--- config.mk ---
export PLATFORM = sky130hd
export DESIGN_NAME = bvc_div_cell
export DESIGN_NICKNAME = d
export VERILOG_FILES = /design/src/bvc_pkg.sv /design/src/bvc_div_cell.sv
export SDC_FILE = /design/constraint.sdc
export NUM_CORES = 1
export LEC_CHECK = 0
export ABC_CLOCK_PERIOD_IN_PS = 2640
export BUFFER_PORTS_ARGS = -buffer_cell sky130_fd_sc_hd__buf_2
export CAP_MARGIN = 20
export CORE_ASPECT_RATIO = 0.9
export CORE_UTILIZATION = 40
export CTS_CLUSTER_DIAMETER = 50
export CTS_CLUSTER_SIZE = 12
export DETAILED_ROUTE_END_ITERATION = 8
export PLACE_DENSITY = 0.71
export SLEW_MARGIN = 10
export SYNTH_ARGS = -nofsm -noshare
export SYNTH_HDL_FRONTEND = slang
export SYNTH_SLANG_ARGS = --single-unit
--- constraint.sdc ---
create_clock -name clk -period 2.64 [get_ports clk]
set_input_delay 0.132 -clock clk [delete_from_list [all_inputs] [get_ports clk]]
set_output_delay 0.132 -clock clk [all_outputs]
set_load 0.02 [all_outputs]
--- src/bvc_pkg.sv ---
`timescale 1ns / 1ps
package bvc_pkg;

	localparam int WORD_BITS = 32;
	localparam int FRAC_BITS = 16;
	localparam int ZB_BITS   = 16;
	localparam int DIV_BITS  = WORD_BITS + FRAC_BITS;
	localparam int SQ_STEPS  = WORD_BITS;
	localparam int SQ_XBITS  = 2 * WORD_BITS;
	localparam int SQ_RBITS  = WORD_BITS + 2;

	typedef logic [WORD_BITS-1:0] word_t;
	typedef logic [DIV_BITS-1:0]  quo_t;

	typedef enum logic [1:0] {
		REG_MASS = 2'd0,
		REG_FLP  = 2'd1,
		REG_FLN  = 2'd2,
		REG_ZB   = 2'd3
	} reg_idx_t;

	typedef struct packed {
		logic signed [WORD_BITS-1:0] mv;
		word_t absr;
		logic  pos;
		logic  sat;
		logic  arrived;
		logic  bad;
		logic  mzero;
		logic  hold;
	} side_t;

endpackage

--- src/bvc_div_cell.sv ---
`timescale 1ns / 1ps
module bvc_div_cell import bvc_pkg::*; (
	input  logic  clk,
	input  logic  en,
	input  word_t rem_i,
	input  quo_t  nq_i,
	input  word_t den_i,
	output word_t rem_o,
	output quo_t  nq_o,
	output word_t den_o
);

	logic [WORD_BITS:0] trial;
	logic               ge;
	logic [WORD_BITS:0] diff;

	assign trial = {rem_i, nq_i[DIV_BITS-1]};
	assign ge    = trial >= {1'b0, den_i};
	assign diff  = trial - {1'b0, den_i};

	always_ff @(posedge clk) begin
		if (en) begin
			rem_o <= ge ? diff[WORD_BITS-1:0] : trial[WORD_BITS-1:0];
			nq_o  <= {nq_i[DIV_BITS-2:0], ge};
			den_o <= den_i;
		end
	end

endmodule

# Word-level counts from Yosys, hierarchy flattened
# Index checks and enable logic that the tools add are counted.
[totals] reg_bits=112 inputBits=114 output_inout_bits=112 word_cells=6
[op_classes] addsub=1 magnitude_cmp=1 muxes=1
[op_table] cell="greater-or-equal comparator 33 x 32 -> 1 bit" n=1
[op_table] cell="two-way mux 32 bit" n=1
[op_table] cell="subtractor 32 bit" n=1

# Longest topological paths before layout
[logic_depth] word_depth=2 depth_mapped=13 depth_no_buf=11

# Worst setup path before layout
# No wires, ideal clock.
[synth_timing] path_type="input to register" from="input port den_i[23]" to="register rem_o[14] (data pin)" setup_time_ns=0.260 arrival_time_ns=2.224 required_ns=2.380 setup_slack_ns=0.156 cell_stages=11 path_buffers=2 cell_sequence="inv_1 > ha_1 > buf_6 > and3_1 > o21a_1 > a311oi_2 > o21ai_1 > or3b_1 > o21a_1 > buf_6 > mux2_4"
[synth_between] elab_chain_len=2
[synth_lines] element="start: declaration" line="bvc_div_cell.sv:7" text="input word_t den_i,"
[synth_lines] element="greater-or-equal comparator 33 x 32 -> 1 bit" line="bvc_div_cell.sv:18" text="assign ge = trial >= {1'b0, den_i};"
[synth_lines] element="two-way mux 32 bit" line="bvc_div_cell.sv:23" text="rem_o <= ge ? diff[WORD_BITS-1:0] : trial[WORD_BITS-1:0];"
[synth_lines] element="end signal: assignment" line="bvc_div_cell.sv:23"
[synth_lines] element="end: declaration" line="bvc_div_cell.sv:8" text="output word_t rem_o,"
# No other way between the ends.
# A chain may end at the register's enable or synchronous reset.

# Final worst setup path
[layout_timing] from="input port den_i[31]" to="register rem_o[5] (data pin)"
# The elaborated chain is that of the path after synthesis.

==> impl_metrics.yaml <==
clocking:
  clkSinkCount: 112
  cts_buffer_depth: 2
  clockRootBuffer: "clkbuf_16"
  cts-buffers-inserted: 9
  clkTransAtPathRegs_ps: 80
  cts_max_level: 3
  cts_tree: "done"
setup_path:
  cpLargestDelayFamily: "buffers and inverters"
  path_buf_inv: 5
  cp_max_fo: 7
  critPathSlowestCell: "dlygate4sd3_1"
  max_stage_delay_ps: 550
  critPathKind: "input port to register"
  critPathArrivalTime_ps: 2700
  cp_cell_sequence: "dlygate4sd3_1, buf_2, inv_2, ha_4, a211o_1, a31oi_1, or3b_1, o21a_4, buf_12, buf_4, a31o_2"
  cp.required_ps: 2750
  cp-end-kind: "register"
  startpoint_type: "input port"
sta:
  worst_pin_slew_ps: 570
  final_max_slew_viol_count: 0
  setup_ws_ps: 47.2
  post-route-period-util: 0.982
  max_clock_freq_mhz: 386
  setup_violations: 0
  hold_violations: 0
  hold_slack_ps: 61.2
  period_needed_ps: 2590
  setup_tns_ps: 0
  slew_headroom: 0.620
floorplan:
  row_count: 40
  ios: 226
  die-area_um2: 14700
  core_um2: 13600
  start_util: 0.418
  die_h_um: 115
  fp.dieW_um: 128
detailed_routing:
  finalWirelength_um: 17000
  via_per_inst: 4.85
  drt_iter0_drc: 288
  num_vias: 4994
  first_pass_iters: 5
  ant_nets: 0
  drc: 0
  wl_per_cell_um: 16.5
synth:
  syn_nets: 618
  synth-edff-count: 112
  syn_area_um2: 5690
  synth_commonest_cells: "112 x edfxtp_1, 54 x a21oi_1, 46 x inv_1"
  syn_inst: 471
  synthArstFlopShare: 0
  synth_top_area_frac: 0.591
  synth_most_common_cell: "edfxtp_1"
  synth-seq-cells: 112
  synth.area.top_cells: "edfxtp_1 59%, ha_1 7.0%, a21oi_1 4.7%, inv_1 3.0%, xnor2_1 2.5%"
  yosysTopAreaCell: "edfxtp_1"
  synth-main-ff-cell: "edfxtp_1"
  synth_area_per_cell_um2: 12.1
  ys_types: 49
  ys_seq_area_frac: 0.591
  synth-warning-count: 0
power_and_ir_drop:
  p_clk_frac: 0.266
  p_total_w: 0.00507
  netSwitchingFraction: 0.305
  power.leakage_nw: 3.96
  pwr-share-seq: 0.441
  p_int_w: 0.00352
  peakVddDrop_v: 0.000290
  p_sw_w: 0.00155
  p_per_area_nw_per_um2: 582
  pwr-share-comb: 0.293
finish:
  nNetsFinal: 983
  drive_above_1_share: 0.397
  finalInstanceArea_um2: 8700
  nFillCells: 1109
  area.growth.synth_to_final_pct: 52.9
  antenna_cells: 0
grt:
  antenna_found_initial: 0
  grt_pass1_vias: 5124
  grt_max_degree: 107
  grt_pass1_wl_um: 25600
  overflow: 0
  grt_usage: 0.225
place:
  dp_slack_ps: -140
  hpwl_um: 11600
  gp_congestion: 0.817
  place_area_um2: 7470
  port_buffers: 225
outcome:
  status: "complete, no violations"
worst_hold_path:
  holdCritPathClass: "input port to register"
flow_run:
  max_cap_viol_count: 0
-- metal layers --
layer	vias up	wire length (um)	global-route usage
met2	187	8570	0.414
met3	25	992	0.0498
met5	-	6	0
li1	2456	-	-
met1	2324	7090	0.260
met4	2	357	0.0753
-- logic make-up (layout without fill, tap and decap cells) --
family	Yosys count	after routing	share of synthesized area
AO/OA/AOI/OAI	120	120	0.129
flip-flops	112	112	0.591
AND/OR/NAND/NOR	107	107	0.0919
buffers and inverters	63	433	0.0499
adder cells (fa/ha/maj)	33	33	0.0739
XOR/XNOR	26	26	0.0400
multiplexers	10	10	0.0246
-- layout make-up --
cell class | count | area, um2 | share of cell area
clock inverters | 6 | 60.1 | 0.00690
flip-flops and latches | 112 | 3360 | 0.386
repair buffers | 371 | 2500 | 0.287
multi-input cells | 296 | 2140 | 0.246
clock buffers | 10 | 229 | 0.0263
well taps | 189 | 236 | 0.0272
inverters | 46 | 173 | 0.0198
-- placed cells by master, fill, tap and decap left out, types with 16 or more instances in the layout --
cell / netlist / layout
a21oi_1: 54 / 53
buf_2: 5 / 222
buf_4: 1 / 64
dlygate4sd3_1: 0 / 77
edfxtp_1: 112 / 112
ha_1: 32 / 28
inv_1: 46 / 45
nand2_1: 24 / 23
nor2_1: 37 / 37
o21ai_0: 17 / 16
xnor2_1: 16 / 16
-- sequential cells by signal, indices dropped and copies added (netlist names) --
register and cells:
rem_o 32, den_o 32, nq_o 48
-- stage by stage --
stage               std cells   util
floorplan                 471      -
global placement          935  0.549
detailed placement        935  0.549
CTS                      1030  0.628
global route             1030  0.639
finish                   1030  0.639
-- power by group through the flow --
stage               Clock [W]  Combinational (W)  Sequential [W]
finish                0.00135            0.00149         0.00224
global placement            0            0.00130         0.00227
floorplan                   0           0.000525         0.00252
detailed placement          0            0.00132         0.00227
CTS                   0.00137            0.00142         0.00223
global route          0.00144            0.00160         0.00225
-- final timing paths --
path | slack (ps) | from | endpoint | depth (start not counted)
hold / removal | 60 | en | nq_o[8] | 1
setup / recovery | 50 | den_i[31] | rem_o[5] | 11
-- timing repair --
item / in CTS / in global routing
resized for setup: 0 / 23
endpoints found under the hold margin: 79 / 0
hold buffers: 79 / 0
setup endpoints to repair: 0 / 31
buffers inserted: 0 / 0
(Power assumes the default switching activity.)
