[src/bvc_pkg.sv]
`timescale 1ns / 1ps
package bvc_pkg;

	localparam int WORD_BITS = 32;
	localparam int FRAC_BITS = 16;
	localparam int ZB_BITS   = 16;
	localparam int DIV_BITS  = WORD_BITS + FRAC_BITS;
	localparam int SQ_STEPS  = WORD_BITS;
	localparam int SQ_XBITS  = 2 * WORD_BITS;
	localparam int SQ_RBITS  = WORD_BITS + 2;

	typedef logic [WORD_BITS-1:0] word_t;
	typedef logic [DIV_BITS-1:0]  quo_t;

	typedef enum logic [1:0] {
		REG_MASS = 2'd0,
		REG_FLP  = 2'd1,
		REG_FLN  = 2'd2,
		REG_ZB   = 2'd3
	} reg_idx_t;

	typedef struct packed {
		logic signed [WORD_BITS-1:0] mv;
		word_t absr;
		logic  pos;
		logic  sat;
		logic  arrived;
		logic  bad;
		logic  mzero;
		logic  hold;
	} side_t;

endpackage

[src/bvc_sqrt_cell.sv]
`timescale 1ns / 1ps
module bvc_sqrt_cell import bvc_pkg::*; (
	input  logic                clk,
	input  logic                en,
	input  logic [SQ_RBITS-1:0] rem_i,
	input  logic [SQ_XBITS-1:0] x_i,
	input  word_t               root_i,
	output logic [SQ_RBITS-1:0] rem_o,
	output logic [SQ_XBITS-1:0] x_o,
	output word_t               root_o
);

	logic [SQ_RBITS+1:0] r4;
	logic [SQ_RBITS+1:0] trial;
	logic [SQ_RBITS+1:0] diff;
	logic                ge;

	assign r4    = {rem_i, x_i[SQ_XBITS-1:SQ_XBITS-2]};
	assign trial = {2'b00, root_i, 2'b01};
	assign ge    = r4 >= trial;
	assign diff  = r4 - trial;

	always_ff @(posedge clk) begin
		if (en) begin
			rem_o  <= ge ? diff[SQ_RBITS-1:0] : r4[SQ_RBITS-1:0];
			root_o <= {root_i[WORD_BITS-2:0], ge};
			x_o    <= {x_i[SQ_XBITS-3:0], 2'b00};
		end
	end

endmodule

[config.mk]
export PLATFORM = sky130hd
export DESIGN_NAME = bvc_sqrt_cell
export DESIGN_NICKNAME = d
export VERILOG_FILES = /design/src/bvc_pkg.sv /design/src/bvc_sqrt_cell.sv
export SDC_FILE = /design/constraint.sdc
export NUM_CORES = 1
export LEC_CHECK = 0
export ABC_AREA = 1
export BUFFER_PORTS_ARGS = -buffer_cell sky130_fd_sc_hd__buf_2
export CORE_MARGIN = 2
export CORE_UTILIZATION = 31
export CTS_BUF_LIST = sky130_fd_sc_hd__clkbuf_8
export DETAILED_ROUTE_END_ITERATION = 10
export GPL_ROUTABILITY_DRIVEN = 1
export PLACE_DENSITY_LB_ADDON = 0.08
export SKIP_CTS_REPAIR_TIMING = 1
export SYNTH_ARGS = -nofsm -noshare
export SYNTH_HDL_FRONTEND = slang
export SYNTH_SLANG_ARGS = --single-unit
[constraint.sdc]
create_clock -name clk -period 2.7 [get_ports clk]
set_input_delay 0.405 -clock clk [delete_from_list [all_inputs] [get_ports clk]]
set_output_delay 0.405 -clock clk [all_outputs]
set_load 0.005 [all_outputs]
# After elaboration in Yosys (flattened, before gate mapping)
# Cells that the tools add are included.
# totals
output_inout_bits	130
reg_bits	128
# classes
add_sub_neg	1
magnitude_cmp	1
muxes	1
# op_table
op	count
>= comparator 36 x 34 -> 1 bit	1
2-to-1 mux 34 bit	1
subtractor 34 bit	1

# Logic depth before layout (Yosys ltp)
# Gate-level depths: netlist (run 1).
# depth
word_depth	2
ltp_mapped	16
depth_no_buf	15

# Worst setup path before layout (run 1)
# Ideal clock, no wire load.
# synth_timing
path_type	input to register
from	in root_i[13]
to	reg rem_o[25] (data pin)
t_required_ns	2.447
cell_stages	15
slack_ns	0.659
path_buffers	1
arrival_ns	1.788
cell_sequence	inv_1 > ha_1 > nand2_1 > inv_1 > nand2_1 > nand2_1 > nand2_1 > nand2_1 > a21oi_1 > nand2_1 > nand2_1 > nand2_4 > buf_4 > nand3_1 > nand2_1
# synth_via
elab_chain_len	2
elab_cells_between_ends	3
cone_classes	1 x add/sub; 1 x order compare; 1 x mux
# synth_rtl
item	line_no	source
from (decl)	bvc_sqrt_cell.sv:7	input word_t root_i,
subtractor 34 bit or >= comparator 36 x 34 -> 1 bit (tied branches)	bvc_sqrt_cell.sv:21, bvc_sqrt_cell.sv:20	
2-to-1 mux 34 bit *	bvc_sqrt_cell.sv:25	rem_o <= ge ? diff[SQ_RBITS-1:0] : r4[SQ_RBITS-1:0];
to (signal assigned)	bvc_sqrt_cell.sv:25	
to (decl)	bvc_sqrt_cell.sv:8	output logic [SQ_RBITS-1:0] rem_o,
# Every way passes the cells marked *; elsewhere a longest branch is shown, timed or not.
# A chain may end at the register's enable or synchronous reset.

# Final worst setup path (run 1)
# layout_timing
from	in rem_i[23]
to	reg rem_o[19] (data pin)
# layout_via
elab_chain_len	2
# layout_rtl
item	line_no	source
from (decl)	bvc_sqrt_cell.sv:5	input logic [SQ_RBITS-1:0] rem_i,
>= comparator 36 x 34 -> 1 bit	bvc_sqrt_cell.sv:20	assign ge = r4 >= trial;
2-to-1 mux 34 bit	bvc_sqrt_cell.sv:25	
# Every way passes these cells.

==> flow_summary.yaml, run 1 <==
status:
  outcome: "finished, final reports clean"
finish:
  layout.nets: 1218
  syn2layout_area_growth_pct: 29.5
  mostFrequentLayoutCells: "nand2_1, buf_2, inv_1"
  diodes: 0
  final_cell_area_um2: 8930
  mostFrequentLayoutCell: "nand2_1"
  drive_above_1_share_pct: 29.2
  final_util_pct: 40.9
grt:
  grt_pass1_wl_um: 31700
  antenna_found_initial: 2
  grt_overflow: 0
  track_usage_pct: 17.4
  grt_pass1_vias: 5841
  grt_max_degree: 46
timing:
  rsz0062_at_grt: "no"
  fmax_mhz: 501
  slew_viol_final: 0
  fin_crit_ns: 2.00
  hold_viol_final: 0
  setup_tns_ns: 0
  finalSetupViolations: 0
  final.period_utilization_pct: 73.9
floorplanning:
  core_um2: 21800
  io_pins: 262
  dieArea_um2: 23500
  die_w_um: 153
  start_util_pct: 31.6
  rows: 54
  die_h_um: 153
route:
  avgRoutedWirePerCell_um: 15.4
  vias: 5855
  vias_per_cell: 4.35
  drc_errors: 0
  ant_nets: 0
  drt_first_pass_iters: 4
  wl_um: 20700
  detail_route.iter0.violations: 264
worst_setup_path:
  critPathArrivalTime_ns: 2.19
  critPathLaunchType: "primary input"
  startpoint: "rem_i[23]"
  critPathMostFrequentCell: "nand2_1"
  cp-end-kind: "register"
  crit_path_end: "rem_o[19]"
  worstPathCellList: "buf_2 > ha_1 > nand2_1 > nand2_1 > nand2_1 > and2_1 > nand2_1 > a21oi_1 > nand2_1 > nand2_1 > nand2_4 > buf_4 > nand3_1 > nand2_1"
  cpPeakStageDelay_ns: 0.39
  critPathKind: "primary input to register"
  critPathMaxFanout: 23
  cp_slowest_cell: "ha_1"
  required_ns: 2.90
clock_network:
  cts_max_level: 4
  cts_tree: "yes"
  clkSinkCount: 128
  max-clock-path-buffers: 2
  clk_pin_slew_ns: 0.09
  cts_root_buffer: "clkbuf_8"
  cts_buffers: 17
synth:
  yosysWarnings: 0
  syn_inst: 775
  ys_seq_area_share_pct: 55.7
  syn-cell-area_um2: 6900
  synth.distinct_cells: 25
  yosys_register_bits: 128
  syn_area_per_cell_um2: 8.90
placed_design:
  place_hpwl_um: 16400
  place_area_um2: 8550
  place.gp.congestion: 0.885
  placement.io_buffers: 259
power:
  power_leakage_nw: 4.55
  ir_worst_vdd_mv: 0.246
  power.density_cell_area_nw_per_um2: 583
job:
  maxCapViolations: 0
hold_path:
  hold_path_class: "primary input to register"
## metrics by stage
stage	power [W]	cells	setup WS (ns)	hold slack [ns]
after floorplan	0.00307	776	0.659	0.504
after global placement	0.00359	1313	0.214	0.581
after detailed placement	0.00359	1313	0.209	0.583
after CTS	0.00529	1345	0.687	0.0873
after global routing	0.00551	1345	0.454	0.0823
final	0.00521	1345	0.705	0.124
## state kept, by name, indices dropped and copies added, names as in the netlist
signal,count
root_o,32
x_o,62
rem_o,34
## routing by layer
layer  wire (um)  track usage [%]  up-vias
met5          32                0        -
met4         339             4.89        4
met3        1240             4.96       23
met2        9470             28.4      190
met1        9580             22.7     2622
li1            -                -     3016
## worst max-delay path, delay by kind of cell
kind / cells / cell delay [ns]
simple gates: 10 / 0.89
compound gates: 1 / 0.15
fa+ha+maj: 1 / 0.39
buf+inv: 2 / 0.34
## layout make-up
type,count,area (um2)
fill,2317,12900
timing repair buffer,265,1370
clock buffer,17,234
inverter,140,528
sequential,128,3840
tap,280,350
multi-input combinational,500,2460
clock inverter,15,148
## where the power goes
| group | total (W) | switching, W | internal (W) |
|---|---|---|---|
| sequential | 0.00247 | 0.0000478 | 0.00242 |
| clock | 0.00168 | 0.000925 | 0.000755 |
| combinational | 0.00106 | 0.000631 | 0.000425 |
| total | 0.00521 | 0.00160 | 0.00360 |
## cells in the mapped netlist
master    instances  share of area [%]
edfxtp_1        128                 56
nand3b_1          4               0.44
nand3_2           1               0.15
nor2_2            8               0.73
conb_1            1              0.054
and2_1            3               0.27
nand2_4           1               0.16
o21ai_0          13               0.94
nand2_2           2               0.18
nand3_1          38                2.8
buf_6             3               0.49
ha_1             34                6.2
nand4_1           6               0.54
a21oi_2           1               0.13
inv_4             1              0.091
buf_4             5               0.54
xnor2_1           3               0.38
a21oi_1          25                1.8
nor3_1            3               0.22
inv_1           139                7.6
o21bai_1          3               0.33
xor2_1           15                1.9
or2_2             1              0.091
nor2_1           49                2.7
nand2_1         288                 16
## worst min path at each step
stage	from	end	slack [ns]	cells after the start
2_1_floorplan	root_i[9]	root_o[10]	0.50	0
3_3_place_gp	x_i[6]	x_o[8]	0.58	1
3_5_place_dp	x_i[12]	x_o[14]	0.58	1
4_1_cts	x_i[47]	x_o[49]	0.09	1
5_1_grt	x_i[18]	x_o[20]	0.08	1
6_report	x_i[38]	x_o[40]	0.12	1
## kinds of logic after synthesis
family,count (synthesis),share of synthesized area (%)
buffers and inverters,148,8.69
DFF,128,55.7
and+or+nand+nor,404,23.9
xor gates and xnor gates,18,2.29
AOI/OAI and AO/OA,42,3.21
adders and majority gates,34,6.17
other,1,0.0544
Power figures use the tool's default switching activity.
==> run 2: changes to the inputs <==
--- a/config.mk
+++ b/config.mk
@@ -5,7 +5,7 @@
 export SDC_FILE = /design/constraint.sdc
 export NUM_CORES = 1
 export LEC_CHECK = 0
-export ABC_AREA = 1
+export ABC_AREA = 0
 export BUFFER_PORTS_ARGS = -buffer_cell sky130_fd_sc_hd__buf_2
 export CORE_MARGIN = 2
 export CORE_UTILIZATION = 31
==> constraint.sdc (replaced) <==
create_clock -name clk -period 1.6 [get_ports clk]
set_input_delay 0.24 -clock clk [delete_from_list [all_inputs] [get_ports clk]]
set_output_delay 0.24 -clock clk [all_outputs]
set_load 0.005 [all_outputs]
==> flow_summary.yaml, run 2 <==
route:
  avgRoutedWirePerCell_um: 15.4
  ant_nets: 0
  vias: 5843
  detail_route.iter0.violations: 196
  vias_per_cell: 4.55
  wl_um: 19800
  drt_first_pass_iters: 4
  drc_errors: 0
finish:
  mostFrequentLayoutCells: "buf_2, buf_4, edfxtp_1"
  top_register: "x_o"
  syn2layout_area_growth_pct: 76.3
  ff_latch_area_um2: 3840
  multi_input_area_um2: 2810
  instances_no_fill: 1285
  largest_register_ffs: 62
  num-fill-cells: 1734
  reg_top3: "x_o: 62 flops, rem_o: 34 flops, root_o: 32 flops"
  drive_above_1_share_pct: 53.5
  layout.nets: 1168
  mostFrequentLayoutCell: "buf_2"
  final_util_pct: 55.4
hold_path:
  hold_path_class: "primary input to register"
  hp-start: "rem_i[4]"
  hold_end: "rem_o[6]"
  whs_path_depth: 3
clock_network:
  max-clock-path-buffers: 2
  clkSinkCount: 128
  clk_pin_slew_ns: 0.09
  cts_buffers: 17
  cts_root_buffer: "clkbuf_8"
  cts_tree: "yes"
  cts_max_level: 4
synth:
  yosys-top-cells-area: "edfxtp_1, ha_1, nand2_1"
  netlist_top_cells_count: "edfxtp_1, nand2_1, inv_1"
  synth.distinct_cells: 62
  ys_seq_area_share_pct: 60.9
  synth_top_cell_area_share_pct: 60.9
  yosys_register_bits: 128
  synth-main-ff-cell: "edfxtp_1"
  syn_inst: 507
  syn_area_per_cell_um2: 12.5
  synth_largest_area_cell: "edfxtp_1"
  yosysWarnings: 0
  synth_edf_count: 128
  async_reset_ff_share_pct: 0
  syn-cell-area_um2: 6310
  yosysMostFrequentCell: "edfxtp_1"
floorplanning:
  die_w_um: 147
  start_util_pct: 31.4
  io_pins: 262
  core_um2: 20100
  die_h_um: 147
  dieArea_um2: 21500
  rows: 52
power:
  power_leakage_nw: 4.90
  power.density_cell_area_nw_per_um2: 889
  combPwrFrac_pct: 26.7
  switching_share_pct: 28.2
  p_int_w: 0.00710
  seqPwrFrac_pct: 42.3
  ir_worst_vdd_mv: 0.486
  power.switching_w: 0.00279
  p_clk_share_pct: 31.0
worst_setup_path:
  critPathArrivalTime_ns: 2.31
  required_ns: 1.80
  cp-end-kind: "register"
  critPathLaunchType: "primary input"
  critPathMaxFanout: 8
  critPathKind: "primary input to register"
grt:
  track_usage_pct: 16.5
  antenna_found_initial: 2
  grt_overflow: 0
  grt_pass1_vias: 5507
  grt_max_degree: 39
  gr-usage-met2_pct: 27.3
  grt_use_met1_pct: 20.6
  grt.busiest_layer: "met2"
  grt_pass1_wl_um: 27900
  use_met3_pct: 5.40
placed_design:
  place.gp.congestion: 0.855
  placement.io_buffers: 259
  place_hpwl_um: 14200
  placed_cells: 1143
timing:
  hold_ws_ns: 0.0533
  slew_viol_final: 0
  setup_slack_ns: -0.510
  rsz0062_at_grt: "yes"
  hold_viol_final: 0
  fin_crit_ns: 2.11
  final.period_utilization_pct: 132
  fmax_mhz: 474
  finalSetupViolations: 35
status:
  violations: "setup timing"
  outcome: "finished with violations"
job:
  maxCapViolations: 0
[run 2: worst max-delay path by stage]
stage / endpoint / from
detailed placement: rem_o[21] / root_i[3]
floorplan: rem_o[27] / root_i[9]
global route: rem_o[27] / root_i[5]
global placement: rem_o[21] / root_i[3]
finish: rem_o[27] / root_i[15]
CTS: rem_o[21] / root_i[3]
[run 2: cell type report]
class	count	share of cell area, %
Timing Repair Buffer	491	31.5
Multi-Input combinational cell	321	25.2
Inverter	43	1.92
Sequential cell	128	34.5
Clock buffer	17	2.10
Antenna cell	1	0.0225
Tap cell	270	3.03
Clock inverter	14	1.64
[run 2: cells by family after synthesis]
kind of cell / share of synthesized area, %
AOI/OAI and AO/OA: 14.8
DFF: 60.9
and+or+nand+nor: 8.88
buffers and inverters: 4.08
adders and majority gates: 6.74
xor gates and xnor gates: 3.74
muxes: 0.872
other: 0.0594
[run 2: stage by stage]
| step | worst slack [ns] | instance area [um2] | power [W] | TNS (ns) |
|---|---|---|---|---|
| 2_1_floorplan | -0.739 | 6700 | 0.00530 | -20.48 |
| 3_3_place_gp | -1.27 | 9140 | 0.00643 | -36.28 |
| 3_5_place_dp | -1.21 | 9140 | 0.00645 | -35.69 |
| 4_1_cts | -0.735 | 9560 | 0.00954 | -18.50 |
| 5_1_grt | -0.571 | 11100 | 0.0104 | -18.02 |
| 6_report | -0.510 | 11100 | 0.00989 | -15.34 |
[run 2: worst max-delay path: stages]
cell	delay, ns
buf_8	0.10
inv_4	0.05
ha_4	0.19
a21o_1	0.20
a221oi_4	0.25
o31a_1	0.25
o221ai_4	0.13
a211oi_2	0.25
o21a_4	0.27
clkinv_4	0.08
mux2_4	0.29
[run 2: per-layer routing]
layer / part of all wire, % / wire [um]
met4: 1.5 / 291
met5: 0.076 / 15
met3: 6.3 / 1240
met1: 43 / 8530
met2: 49 / 9700
[run 2: power by group through the flow]
stage	clock (W)	combinational (W)	sequential, W
after floorplan	0	0.000991	0.00431
after global placement	0	0.00218	0.00425
after detailed placement	0	0.00220	0.00425
after CTS	0.00315	0.00221	0.00418
after global routing	0.00329	0.00288	0.00421
final	0.00307	0.00264	0.00418
==> run 3: changes to the inputs <==
--- a/config.mk
+++ b/config.mk
@@ -7,6 +7,7 @@
 export LEC_CHECK = 0
 export ABC_AREA = 0
 export BUFFER_PORTS_ARGS = -buffer_cell sky130_fd_sc_hd__buf_2
+export CORE_ASPECT_RATIO = 0.8
 export CORE_MARGIN = 2
 export CORE_UTILIZATION = 31
 export CTS_BUF_LIST = sky130_fd_sc_hd__clkbuf_8
==> flow_summary.yaml, run 3 (synthesis results as in run 2) <==
status:
  outcome: "finished with violations"
  violations: "setup timing"
grt:
  track_usage_pct: 16.9
  grt_max_degree: 55
  antenna_found_initial: 2
  grt_pass1_wl_um: 28200
  grt_overflow: 0
  grt_pass1_vias: 5343
route:
  detail_route.iter0.violations: 368
  wl_um: 20900
  drt_first_pass_iters: 4
  vias: 5756
  vias_per_cell: 4.54
  drc_errors: 0
  ant_nets: 0
  avgRoutedWirePerCell_um: 16.5
hold_path:
  hold_end: "root_o[14]"
  whs_path_depth: 1
  hold_path_class: "primary input to register"
  hp-start: "root_i[13]"
worst_setup_path:
  critPathArrivalTime_ns: 2.44
  cp-end-kind: "register"
  critPathLaunchType: "primary input"
  required_ns: 1.81
  critPathKind: "primary input to register"
  critPathMaxFanout: 5
timing:
  slew_viol_final: 0
  tightest_slew_ns: 0.653
  setup_tns_ns: -17.79
  fin_crit_ns: 2.23
  finalSetupViolations: 35
  relSlewSlack_pct: 56.1
  rsz0062_at_grt: "yes"
  hold_viol_final: 0
  setup_slack_ns: -0.632
  fmax_mhz: 448
  final.period_utilization_pct: 140
finish:
  multi_input_area_um2: 2790
  mostFrequentLayoutCells: "buf_2, edfxtp_1, buf_4"
  reg_top3: "x_o: 62 flops, rem_o: 34 flops, root_o: 32 flops"
  top_register: "x_o"
  instances_no_fill: 1269
  largest_register_ffs: 62
  mostFrequentLayoutCell: "buf_2"
  syn2layout_area_growth_pct: 74.7
  drive_above_1_share_pct: 52.5
  ff_latch_area_um2: 3840
  final_cell_area_um2: 11000
  final_util_pct: 55.4
  layout.nets: 1158
  num-fill-cells: 1809
power:
  power.density_cell_area_nw_per_um2: 907
  ir_worst_vdd_mv: 0.525
  power_leakage_nw: 4.82
clock_network:
  cts_root_buffer: "clkbuf_8"
  max-clock-path-buffers: 2
  cts_buffers: 17
  cts_max_level: 4
  cts_tree: "yes"
  clk_pin_slew_ns: 0.09
  clkSinkCount: 128
placed_design:
  place.gp.congestion: 0.826
  place_hpwl_um: 14300
  placement.io_buffers: 259
  place_area_um2: 9030
  placed_cells: 1125
floorplanning:
  start_util_pct: 31.7
  die_w_um: 164
  die_h_um: 132
  dieArea_um2: 21500
  io_pins: 262
  rows: 46
  core_um2: 19900
job:
  maxCapViolations: 0
[run 3: cell types whose count changed in the layout (fill, tap and decap cells not counted), moves of 3 or more]
cell	before	now
buf_2	242	245
dlygate4sd3_1	93	90
buf_6	12	15
buf_8	4	1
o21ai_2	12	16
o21ai_1	23	16
nand2_1	48	52
inv_1	23	29
inv_2	12	8
nand2_4	7	1
buf_4	131	120
[run 3: how the worst max path moves through the flow]
stage | slack, ns | to | start | cells after the start
2_1_floorplan | -0.74 | rem_o[27] | root_i[9] | 10
3_3_place_gp | -1.16 | rem_o[33] | root_i[3] | 11
3_5_place_dp | -1.11 | rem_o[26] | root_i[3] | 11
4_1_cts | -0.60 | rem_o[26] | root_i[3] | 11
5_1_grt | -0.66 | rem_o[25] | rem_i[9] | 11
6_report | -0.63 | rem_o[25] | rem_i[9] | 11
[run 3: worst max-delay path: stages]
cell	delay, ns
buf_6	0.10
ha_4	0.25
a21o_1	0.19
a31o_1	0.23
a211oi_4	0.29
buf_4	0.17
a2111oi_4	0.08
o41ai_4	0.51
buf_4	0.19
xor2_1	0.14
o21ai_1	0.06
[run 3: area by class of cell]
type | count | share of cell area [%]
Clock inverter | 14 | 1.87
Multi-Input combinational cell | 322 | 25.3
Antenna cell | 1 | 0.0227
Inverter | 43 | 1.89
Tap cell | 264 | 2.99
Clock buffer | 17 | 2.12
Sequential cell | 128 | 34.8
Timing Repair Buffer | 480 | 30.9
[run 3: where the power goes]
part | switching (W) | total (W) | internal, W
Combinational | 0.00123 | 0.00265 | 0.00142
Clock | 0.00146 | 0.00318 | 0.00172
Sequential | 0.0000783 | 0.00418 | 0.00410
[run 3: per-layer routing]
metal	part of all wire, %	wire length [um]	global-route usage [%]
met1	45	9500	22.2
met2	47	9770	26.7
met3	6.5	1360	5.30
met4	1.4	291	5.21
met5	0.062	13	0
[run 3: through the flow]
stage	hold slack, ns	total power [W]	setup slack [ns]
after floorplan	0.339	0.00530	-0.739
after detailed placement	0.418	0.00643	-1.11
final	0.0286	0.0100	-0.632
after global placement	0.417	0.00640	-1.16
after CTS	-0.0816	0.00966	-0.605
after global routing	0.00748	0.0105	-0.663
